File: src/hdl/act_pkg.sv
// shared types, constants and helpers for the action call tokenizer
package act_pkg;

  // limits of the command line storage
  localparam int NAME_MAX    = 64;
  localparam int PARAM_BYTES = 1024;
  localparam int PARAM_MAX   = 64;

  // counter widths; the name and byte counter widths follow from the limits
  localparam int NAME_W = $clog2(NAME_MAX + 1);
  localparam int PB_W   = $clog2(PARAM_BYTES + 2);
  localparam int PS_W   = 7;

  // result queue depth
  localparam int QDEPTH = 4;
  localparam int QPTR_W = $clog2(QDEPTH);
  localparam int QCNT_W = $clog2(QDEPTH + 1);

  // result kinds
  localparam logic [2:0] K_NAME  = 3'd0;
  localparam logic [2:0] K_PARAM = 3'd1;
  localparam logic [2:0] K_PEND  = 3'd2;
  localparam logic [2:0] K_OK    = 3'd3;
  localparam logic [2:0] K_ERROR = 3'd4;
  localparam logic [2:0] K_BLANK = 3'd5;

  // error codes
  localparam logic [1:0] E_NONE      = 2'd0;
  localparam logic [1:0] E_BAD_FIRST = 2'd0;
  localparam logic [1:0] E_NO_OPEN   = 2'd1;
  localparam logic [1:0] E_NO_CLOSE  = 2'd2;

  // special characters
  localparam logic [7:0] CH_LPAREN = 8'h28;
  localparam logic [7:0] CH_RPAREN = 8'h29;
  localparam logic [7:0] CH_COMMA  = 8'h2C;
  localparam logic [7:0] CH_QUOTE  = 8'h22;
  localparam logic [7:0] CH_BSLASH = 8'h5C;

  // parse phases
  typedef enum logic [3:0] {
    PH_GROUND      = 4'd0,
    PH_NAME        = 4'd1,
    PH_NAME_SP     = 4'd2,
    PH_LIST        = 4'd3,
    PH_PLAIN       = 4'd4,
    PH_QUOTED      = 4'd5,
    PH_ESCAPE      = 4'd6,
    PH_AFTER_PARAM = 4'd7,
    PH_AFTER_CLOSE = 4'd8,
    PH_DISCARD     = 4'd9
  } phase_t;

  // input beat
  typedef struct packed {
    logic [7:0] char_in;
    logic       is_end;
  } in_item_t;

  // result beat
  typedef struct packed {
    logic [2:0] kind;
    logic [7:0] data;
    logic [6:0] param_total;
    logic [1:0] error_code;
    logic       last;
  } out_item_t;

  // one queue entry: the one or two results of an input beat
  typedef struct packed {
    logic      two;
    out_item_t r0;
    out_item_t r1;
  } act_rec_t;

  // queue status seen by the top level and the back end
  typedef struct packed {
    logic full;
    logic empty;
  } q_stat_t;

  function automatic logic is_space(logic [7:0] c);
    return (c == 8'd32) || (c >= 8'd9 && c <= 8'd13);
  endfunction

  function automatic logic is_alnum(logic [7:0] c);
    return (c >= 8'h30 && c <= 8'h39) || (c >= 8'h41 && c <= 8'h5A) ||
           (c >= 8'h61 && c <= 8'h7A);
  endfunction

  function automatic out_item_t mk_res(logic [2:0] kind, logic [7:0] data,
                                       logic [PS_W-1:0] pt, logic [1:0] err);
    out_item_t r;
    r.kind        = kind;
    r.data        = data;
    r.param_total = pt;
    r.error_code  = err;
    r.last        = 1'b0;
    return r;
  endfunction

endpackage

File: src/hdl/act_front.sv
// front end: parse state machine, classifies each beat into queue records
module act_front
  import act_pkg::*;
(
  input  logic     clk,
  input  logic     rst,
  input  logic     take,
  input  in_item_t item,
  output logic     push,
  output act_rec_t rec
);

  phase_t            phase, phase_next;
  logic [NAME_W-1:0] name_length, name_next;
  logic [PB_W-1:0]   param_bytes, bytes_next;
  logic [PS_W-1:0]   param_seen, seen_next;

  logic [7:0]      c;
  logic            sp, an, room;
  logic [PB_W-1:0] bytes_inc, b;
  logic [PS_W-1:0] seen_inc;
  logic [1:0]      n;
  out_item_t       r0, r1;

  assign c  = item.char_in;
  assign sp = is_space(c);
  assign an = is_alnum(c);

  // counter helpers
  assign room      = param_bytes < PARAM_BYTES;
  assign bytes_inc = room ? param_bytes + 1'b1 : param_bytes;
  assign seen_inc  = (param_seen < PARAM_MAX) ? param_seen + 1'b1 : param_seen;

  // next phase
  always_comb begin
    phase_next = phase;
    if (item.is_end) begin
      phase_next = PH_GROUND;
    end else begin
      unique case (phase)
        PH_GROUND, PH_AFTER_CLOSE: begin
          if (!sp) phase_next = an ? PH_NAME : PH_DISCARD;
        end
        PH_NAME: begin
          if (c == CH_LPAREN) phase_next = PH_LIST;
          else if (sp) phase_next = PH_NAME_SP;
          else if (!an) phase_next = PH_DISCARD;
        end
        PH_NAME_SP: begin
          if (c == CH_LPAREN) phase_next = PH_LIST;
          else if (!sp) phase_next = PH_DISCARD;
        end
        PH_LIST: begin
          if (sp || c == CH_COMMA) phase_next = PH_LIST;
          else if (c == CH_QUOTE) phase_next = PH_QUOTED;
          else if (c == CH_RPAREN) phase_next = PH_AFTER_CLOSE;
          else phase_next = PH_PLAIN;
        end
        PH_PLAIN: begin
          if (sp) phase_next = PH_AFTER_PARAM;
          else if (c == CH_RPAREN) phase_next = PH_AFTER_CLOSE;
          else if (c == CH_COMMA) phase_next = PH_LIST;
        end
        PH_QUOTED: begin
          if (c == CH_QUOTE) phase_next = PH_AFTER_PARAM;
          else if (c == CH_BSLASH) phase_next = PH_ESCAPE;
        end
        PH_ESCAPE: phase_next = PH_QUOTED;
        PH_AFTER_PARAM: begin
          if (c == CH_COMMA) phase_next = PH_LIST;
          else if (c == CH_RPAREN) phase_next = PH_AFTER_CLOSE;
          else if (!sp) phase_next = PH_DISCARD;
        end
        PH_DISCARD: phase_next = PH_DISCARD;
        default: phase_next = PH_DISCARD;
      endcase
    end
  end

  // results and counter updates
  always_comb begin
    n          = 2'd0;
    r0         = '0;
    r1         = '0;
    b          = param_bytes;
    name_next  = name_length;
    bytes_next = param_bytes;
    seen_next  = param_seen;
    if (item.is_end) begin
      unique case (phase)
        PH_GROUND: begin
          r0 = mk_res(K_BLANK, 8'd0, param_seen, E_NONE);
          n  = 2'd1;
        end
        PH_NAME, PH_NAME_SP: begin
          r0 = mk_res(K_OK, 8'd0, param_seen, E_NONE);
          n  = 2'd1;
        end
        PH_AFTER_CLOSE, PH_DISCARD: n = 2'd0;
        default: begin
          r0 = mk_res(K_ERROR, 8'd0, param_seen, E_NO_CLOSE);
          n  = 2'd1;
        end
      endcase
      name_next  = '0;
      bytes_next = '0;
      seen_next  = '0;
    end else begin
      unique case (phase)
        PH_GROUND, PH_AFTER_CLOSE: begin
          name_next  = '0;
          bytes_next = '0;
          seen_next  = '0;
          if (an) begin
            name_next = NAME_W'(1);
            r0        = mk_res(K_NAME, c, '0, E_NONE);
            n         = 2'd1;
          end else if (!sp) begin
            r0 = mk_res(K_ERROR, 8'd0, '0, E_BAD_FIRST);
            n  = 2'd1;
          end
        end
        PH_NAME: begin
          if (c != CH_LPAREN && !sp) begin
            if (an) begin
              if (name_length < NAME_MAX) begin
                name_next = name_length + 1'b1;
                r0        = mk_res(K_NAME, c, param_seen, E_NONE);
                n         = 2'd1;
              end
            end else begin
              r0         = mk_res(K_ERROR, 8'd0, param_seen, E_NO_OPEN);
              n          = 2'd1;
              name_next  = '0;
              bytes_next = '0;
              seen_next  = '0;
            end
          end
        end
        PH_NAME_SP: begin
          if (!sp && c != CH_LPAREN) begin
            r0         = mk_res(K_ERROR, 8'd0, param_seen, E_NO_OPEN);
            n          = 2'd1;
            name_next  = '0;
            bytes_next = '0;
            seen_next  = '0;
          end
        end
        PH_LIST: begin
          if (sp || c == CH_QUOTE) begin
            n = 2'd0;
          end else if (c == CH_COMMA) begin
            bytes_next = bytes_inc;
            seen_next  = seen_inc;
            r0         = mk_res(K_PEND, 8'd0, seen_inc, E_NONE);
            n          = 2'd1;
          end else if (c == CH_RPAREN) begin
            r0         = mk_res(K_OK, 8'd0, param_seen, E_NONE);
            n          = 2'd1;
            name_next  = '0;
            bytes_next = '0;
            seen_next  = '0;
          end else if (room) begin
            bytes_next = bytes_inc;
            r0         = mk_res(K_PARAM, c, param_seen, E_NONE);
            n          = 2'd1;
          end
        end
        PH_PLAIN: begin
          if (sp || c == CH_COMMA) begin
            bytes_next = bytes_inc;
            seen_next  = seen_inc;
            r0         = mk_res(K_PEND, 8'd0, seen_inc, E_NONE);
            n          = 2'd1;
          end else if (c == CH_RPAREN) begin
            r0         = mk_res(K_PEND, 8'd0, seen_inc, E_NONE);
            r1         = mk_res(K_OK, 8'd0, seen_inc, E_NONE);
            n          = 2'd2;
            name_next  = '0;
            bytes_next = '0;
            seen_next  = '0;
          end else if (room) begin
            bytes_next = bytes_inc;
            r0         = mk_res(K_PARAM, c, param_seen, E_NONE);
            n          = 2'd1;
          end
        end
        PH_QUOTED: begin
          if (c == CH_QUOTE) begin
            bytes_next = bytes_inc;
            seen_next  = seen_inc;
            r0         = mk_res(K_PEND, 8'd0, seen_inc, E_NONE);
            n          = 2'd1;
          end else if (c != CH_BSLASH && room) begin
            bytes_next = bytes_inc;
            r0         = mk_res(K_PARAM, c, param_seen, E_NONE);
            n          = 2'd1;
          end
        end
        PH_ESCAPE: begin
          // backslash kept unless a quote follows, each byte needs room
          if (c != CH_QUOTE && b < PARAM_BYTES) begin
            r0 = mk_res(K_PARAM, CH_BSLASH, param_seen, E_NONE);
            n  = 2'd1;
            b  = b + 1'b1;
          end
          if (b < PARAM_BYTES) begin
            if (n == 2'd0) r0 = mk_res(K_PARAM, c, param_seen, E_NONE);
            else r1 = mk_res(K_PARAM, c, param_seen, E_NONE);
            n = n + 2'd1;
            b = b + 1'b1;
          end
          bytes_next = b;
        end
        PH_AFTER_PARAM: begin
          if (!sp && c != CH_COMMA) begin
            if (c == CH_RPAREN) r0 = mk_res(K_OK, 8'd0, param_seen, E_NONE);
            else r0 = mk_res(K_ERROR, 8'd0, param_seen, E_NO_CLOSE);
            n          = 2'd1;
            name_next  = '0;
            bytes_next = '0;
            seen_next  = '0;
          end
        end
        PH_DISCARD: n = 2'd0;
        default: begin
          name_next  = '0;
          bytes_next = '0;
          seen_next  = '0;
        end
      endcase
    end
    // mark the final result of this beat
    if (n == 2'd1) r0.last = 1'b1;
    if (n == 2'd2) r1.last = 1'b1;
  end

  assign push    = take && (n != 2'd0);
  assign rec.two = (n == 2'd2);
  assign rec.r0  = r0;
  assign rec.r1  = r1;

  // parse state registers
  always_ff @(posedge clk) begin
    if (rst) begin
      phase       <= PH_GROUND;
      name_length <= '0;
      param_bytes <= '0;
      param_seen  <= '0;
    end else if (take) begin
      phase       <= phase_next;
      name_length <= name_next;
      param_bytes <= bytes_next;
      param_seen  <= seen_next;
    end
  end

endmodule

File: src/hdl/act_fifo.sv
// short record queue between the parser and the result serializer
module act_fifo
  import act_pkg::*;
(
  input  logic     clk,
  input  logic     rst,
  input  logic     push,
  input  act_rec_t wr_rec,
  input  logic     pop,
  output act_rec_t rd_rec,
  output q_stat_t  stat
);

  act_rec_t          mem [QDEPTH];
  logic [QPTR_W-1:0] wr_ptr, rd_ptr;
  logic [QCNT_W-1:0] count;
  logic              do_push, do_pop;

  assign stat.full  = (count == QCNT_W'(QDEPTH));
  assign stat.empty = (count == '0);
  assign do_push    = push && !stat.full;
  assign do_pop     = pop && !stat.empty;
  assign rd_rec     = mem[rd_ptr];

  // storage
  always_ff @(posedge clk) begin
    if (do_push) mem[wr_ptr] <= wr_rec;
  end

  // pointers and fill count
  always_ff @(posedge clk) begin
    if (rst) begin
      wr_ptr <= '0;
      rd_ptr <= '0;
      count  <= '0;
    end else begin
      if (do_push) wr_ptr <= wr_ptr + 1'b1;
      if (do_pop) rd_ptr <= rd_ptr + 1'b1;
      if (do_push && !do_pop) count <= count + 1'b1;
      else if (do_pop && !do_push) count <= count - 1'b1;
    end
  end

  a_count_bound: assert property (@(posedge clk) disable iff (rst)
    count <= QCNT_W'(QDEPTH))
    else $error("queue count beyond depth");

  a_push_grows: assert property (@(posedge clk) disable iff (rst)
    do_push && !do_pop |=> count == $past(count) + 1'b1)
    else $error("queue count did not grow on push");

  a_ptr_gap: assert property (@(posedge clk) disable iff (rst)
    !stat.full && !stat.empty |-> wr_ptr == QPTR_W'(rd_ptr + count))
    else $error("queue pointers disagree with count");

endmodule

File: src/hdl/act_back.sv
// back end: plays out the one or two results of each queue record
module act_back
  import act_pkg::*;
(
  input  logic      clk,
  input  logic      rst,
  input  act_rec_t  head,
  input  q_stat_t   stat,
  output logic      pop,
  output logic      out_valid,
  input  logic      out_ready,
  output out_item_t out_data
);

  logic sel;
  logic beat;

  assign out_valid = !stat.empty;
  assign out_data  = sel ? head.r1 : head.r0;
  assign beat      = out_valid && out_ready;
  assign pop       = beat && (sel || !head.two);

  // second beat select
  always_ff @(posedge clk) begin
    if (rst) begin
      sel <= 1'b0;
    end else if (beat) begin
      sel <= !sel && head.two;
    end
  end

  a_sel_has_two: assert property (@(posedge clk) disable iff (rst)
    sel |-> !stat.empty && head.two)
    else $error("second beat without a two-result record");

  a_first_not_last: assert property (@(posedge clk) disable iff (rst)
    out_valid && !sel && head.two |-> !out_data.last)
    else $error("first of two results marked last");

  a_pop_on_last: assert property (@(posedge clk) disable iff (rst)
    pop |-> out_data.last)
    else $error("record retired before its last result");

endmodule

File: src/hdl/action_call_tokenizer.sv
// top level of the action call tokenizer
//
// input channel: in_valid / in_ready / in_data, one character or an
// end-of-line mark per beat (in_data.is_end set, char_in ignored)
// output channel: out_valid / out_ready / out_data, one token per beat:
// name char, param char, param end, ok, error or blank; last marks the
// final token caused by an input beat
//
// the parser takes one input beat per cycle while the record queue has
// room; each beat is parsed in the cycle it is accepted and its one or
// two tokens are queued as one record; a beat with no token queues nothing
// the tokens of a beat are registered in the record queue and reach the
// output behind any older records
// a beat that yields two tokens sends them one after the other through
// the single output port
// when the receiver stalls, the four-entry queue fills and in_ready drops;
// beats that yield no token still need a free entry to be taken
// reset puts the parser at ground with all counts cleared and empties the
// queue
module action_call_tokenizer
  import act_pkg::*;
(
  input  logic      clk,
  input  logic      rst,
  input  logic      in_valid,
  output logic      in_ready,
  input  in_item_t  in_data,
  output logic      out_valid,
  input  logic      out_ready,
  output out_item_t out_data
);

  logic     take, push, pop;
  act_rec_t wr_rec, rd_rec;
  q_stat_t  stat;

  assign in_ready = !stat.full;
  assign take     = in_valid && in_ready;

  // parser
  act_front u_front (
    .clk  (clk),
    .rst  (rst),
    .take (take),
    .item (in_data),
    .push (push),
    .rec  (wr_rec)
  );

  // record queue
  act_fifo u_fifo (
    .clk    (clk),
    .rst    (rst),
    .push   (push),
    .wr_rec (wr_rec),
    .pop    (pop),
    .rd_rec (rd_rec),
    .stat   (stat)
  );

  // result serializer
  act_back u_back (
    .clk       (clk),
    .rst       (rst),
    .head      (rd_rec),
    .stat      (stat),
    .pop       (pop),
    .out_valid (out_valid),
    .out_ready (out_ready),
    .out_data  (out_data)
  );

endmodule

File: config.mk
export PLATFORM = sky130hd
export DESIGN_NAME = action_call_tokenizer
export DESIGN_NICKNAME = d
export VERILOG_FILES = /design/src/hdl/act_pkg.sv /design/src/hdl/act_front.sv /design/src/hdl/act_fifo.sv /design/src/hdl/act_back.sv /design/src/hdl/action_call_tokenizer.sv
export SDC_FILE = /design/constraint.sdc
export NUM_CORES = 1
export LEC_CHECK = 0
export BUFFER_PORTS_ARGS = -buffer_cell sky130_fd_sc_hd__buf_2
export CORE_UTILIZATION = 30
export DETAILED_ROUTE_END_ITERATION = 10
export GPL_ROUTABILITY_DRIVEN = 0
export PLACE_DENSITY = 0.44
export SETUP_SLACK_MARGIN = 0.4
export SYNTH_ARGS = -nofsm -noshare
export SYNTH_HDL_FRONTEND = slang
export SYNTH_SLANG_ARGS = --single-unit
File: constraint.sdc
create_clock -name clk -period 4.3 [get_ports clk]
set_clock_uncertainty 0.05 [all_clocks]
set_input_delay 0 -clock clk [delete_from_list [all_inputs] [get_ports clk]]
set_output_delay 0 -clock clk [all_outputs]
set_load 0.01 [all_outputs]
==> results.tsv <==
stage	metric	value	unit
run_status	status	finished, final reports clean	
worst_hold_path	worstHoldPathType	in -> reg	
final_layout	nFillCells	3517	
synth	synth_top_area_share	43.6	%
global_route	overflow	0	
final_layout	syn_to_final_growth	13.4	%
global_route	track_usage	17.0	%
clock_tree	h-tree-depth	4	
final_layout	layout.cells.non_filler	1444	
synth	synth.avg_cell_area	11.3	um2
critical_path	crit_family	simple AND/OR/NAND/NOR gates	
detailed_routing	drt_iter0_markers	693	
clock_tree	cts.clk_slew.worst_paths	80	ps
critical_path	reg2reg_setup_slack	560	ps
detailed_routing	routed_wirelength	30200	um
timing	hold_violations	0	
timing	setup-tns-final	0	ps
timing	max_freq	0.267	GHz
timing	setup_violations	0	
clock_tree	cts.sinks	195	
critical_path	r2r-end	u_fifo.count[2]	
synth	syn_nets	972	
clock_tree	cts_buffer_depth	2	
critical_path	crit_cells	14	
global_route	first_global_vias	7698	
final_layout	stdcell_area	0.0122	mm2
power_and_ir_drop	p_leak	4.06	nW
critical_path	arrival	4050	ps
final_layout	multi_input_area	0.00491	mm2
timing	slew_violations	0	
critical_path	critPathMaxStageDelay	550	ps
synth	synth_edf_count	156	
detailed_routing	vias_per_cell	5.45	
timing	fin_crit_sh	87.0	%
critical_path	cp.required	4610	ps
die	die_w	191	um
critical_path	crit_fanout	7	
timing	rsz0062_at_grt	false	
critical_path	worst_path_max_delay_cell	or4_4	
clock_tree	cts_tree	done	
synth	ys_seq_area_share	50.9	%
synth	synth_largest_area_cell	edfxtp_1	
placed_design	dp.cells	1409	
timing	tightest_slew	815	ps
critical_path	crit_end	u_fifo.count[2]	
die	ios	36	
die	die_h	191	um
global_route	grt_max_degree	40	
synth	ys_warn_count	0	
die	rows	68	
timing	relSlewSlack	45.7	%
placed_design	placed_area	0.0115	mm2
clock_tree	cts_made_buffers	17	
synth	netlist_area	0.0107	mm2
detailed_routing	antenna_left	0	
synth	synthArstFlopShare	0	%
final_layout	utilization	34.9	%
critical_path	r2r_cells	14	
critical_path	crit_top_cell	a21oi_4	
clock_tree	root_buffer	clkbuf_16	
global_route	antenna_found_initial	0	
synth	synth_top_flop_cell	edfxtp_1	
detailed_routing	drcViolationCount	0	
final_layout	finalNetCount	1000	
global_route	grt_pass1_wl	46700	um
final_layout	seq_area	0.00548	mm2
final_layout	drive_above_1_share	21.3	%
synth	synth_cells	948	
run	drv_cap	0	
critical_path	worstSetupPathType	reg -> reg	
timing	period_minus_slack	3740	ps
critical_path	path_cells	and4_4 > nand2_1 > or2_2 > ha_1 > or4_4 > a21oi_4 > nor2_2 > a21oi_4 > ha_2 > inv_1 > fa_1 > xor2_1 > or3_1 > a21oi_1	
power_and_ir_drop	power.density	411	mW/mm2
die	core	0.0349	mm2
synth	ys_types	105	
critical_path	reg2reg_from	u_front.param_bytes[5]	
final_layout	antenna_cells	0	
critical_path	end_kind	flip-flop	
detailed_routing	firstDrtPassIters	5	
power_and_ir_drop	vdd_ir_drop_max	0.000267	V
die	dieArea	0.0365	mm2
critical_path	critPathLaunch	u_front.param_bytes[5]	
placed_design	io_buffers	35	
synth	ys_top_cells_by_area	edfxtp_1, mux4_2, dfxtp_1	
detailed_routing	routed-via-count	7876	
detailed_routing	wl_per_cell	20.9	um
critical_path	start_kind	flip-flop	
clock_tree	clk_latency	440	ps
placed_design	dp_hpwl	20300	um
synth	synth-seq-cells	195	
die	initial_core_util	30.8	%
critical_path	critPathBufInv	1	
## metrics by stage
step           setup slack [ps]  total power [W]  hold WS [ps]
5_1_grt                     401          0.00527          63.5
4_1_cts                     437          0.00510          57.6
3_3_place_gp                261          0.00343           247
3_5_place_dp                247          0.00343           250
2_1_floorplan               420          0.00305           113
6_report                    559          0.00501          44.2
## cell families after synthesis
| logic type | share of synthesized area [%] |
|---|---|
| simple gates | 18.9 |
| compound gates | 14.7 |
| flops | 50.9 |
| xor+xnor | 1.55 |
| mux | 8.99 |
| fa+ha+maj | 1.35 |
| buf+inv | 3.68 |
## cell usage after synthesis (all sizes together), types with 13 or more instances
master,number
mux4,39
nor3,26
o21ai,57
a31oi,13
and3,22
clkbuf,33
dfxtp,39
a21oi,53
nand3,34
edfxtp,156
and2,21
nor2,73
buf,35
nand2,114
## metal layers
layer	track usage, %	routed length, um	vias to the layer above
met3	2.31	957	29
met5	0	0	-
li1	-	-	3695
met2	27.8	14400	160
met1	23.7	14400	3992
met4	4.46	475	0
## how the worst min path moves through the flow
stage | cells past startpoint | to | from
3_3_place_gp | 3 | u_back.sel | out_ready
6_report | 2 | u_front.name_length[1] | rst
2_1_floorplan | 2 | u_back.sel | out_ready
4_1_cts | 3 | u_fifo.mem[0][14] | in_data[5]
5_1_grt | 2 | u_front.name_length[1] | rst
3_5_place_dp | 3 | u_back.sel | out_ready
## registers in the layout, indices dropped and copies added (netlist names), named ones only
register / cells
u_fifo.mem: 156
u_front.param_bytes: 11
u_front.name_length: 7
u_front.param_seen: 7
u_front.phase: 4
u_fifo.count: 3
u_fifo.rd_ptr: 2
u_fifo.wr_ptr: 2
u_back.sel: 1
## power breakdown
group | switching, W | leakage (nW) | internal (W)
Sequential | 0.0000499 | 1.79 | 0.00217
Clock | 0.000772 | 0.299 | 0.000886
Combinational | 0.000629 | 1.96 | 0.000498
Total | 0.00145 | 4.06 | 0.00356
## placed cells by master (no fill, tap or decap), types with 5 or more instances in the layout
| master | Yosys | layout |
|---|---|---|
| or3_1 | 8 | 8 |
| clkbuf_16 | 0 | 17 |
| o21a_1 | 7 | 7 |
| dfxtp_1 | 39 | 33 |
| a22oi_1 | 10 | 10 |
| o21ai_0 | 51 | 51 |
| nand3b_1 | 5 | 5 |
| buf_12 | 0 | 5 |
| xnor2_1 | 12 | 12 |
| nor2_1 | 72 | 71 |
| a31oi_1 | 11 | 11 |
| and3_1 | 22 | 22 |
| nor3b_1 | 5 | 5 |
| nor4_1 | 6 | 6 |
| a21o_1 | 7 | 7 |
| mux4_2 | 39 | 39 |
| nand3_1 | 34 | 34 |
| nand2b_1 | 6 | 6 |
| nor3_1 | 21 | 21 |
| mux2i_1 | 6 | 6 |
| a21oi_1 | 47 | 47 |
| buf_4 | 4 | 36 |
| nand4_1 | 7 | 7 |
| buf_2 | 19 | 35 |
| and2_1 | 19 | 15 |
| edfxtp_1 | 156 | 156 |
| nor2b_1 | 9 | 9 |
| ha_1 | 10 | 8 |
| xor2_1 | 7 | 7 |
| inv_6 | 0 | 5 |
| inv_1 | 12 | 12 |
| o211ai_1 | 7 | 7 |
| nand2_1 | 114 | 114 |
## cell type report
type | instances | share of cell area [%]
Tap cell | 455 | 4.68
Clock buffer | 17 | 3.49
Multi-Input combinational cell | 672 | 40.3
Clock inverter | 15 | 1.55
Timing Repair Buffer | 77 | 4.56
Inverter | 13 | 0.401
Sequential cell | 195 | 45.0
## what timing repair did
item                                    in CTS  in global routing
pin swaps                                    2                  1
setup buffers                                2                  0
endpoints found under the hold margin        1                  0
gates resized for setup                      3                  4
endpoints found under the setup margin       1                  1
hold buffers                                 1                  0
(Power assumes the default switching activity.)
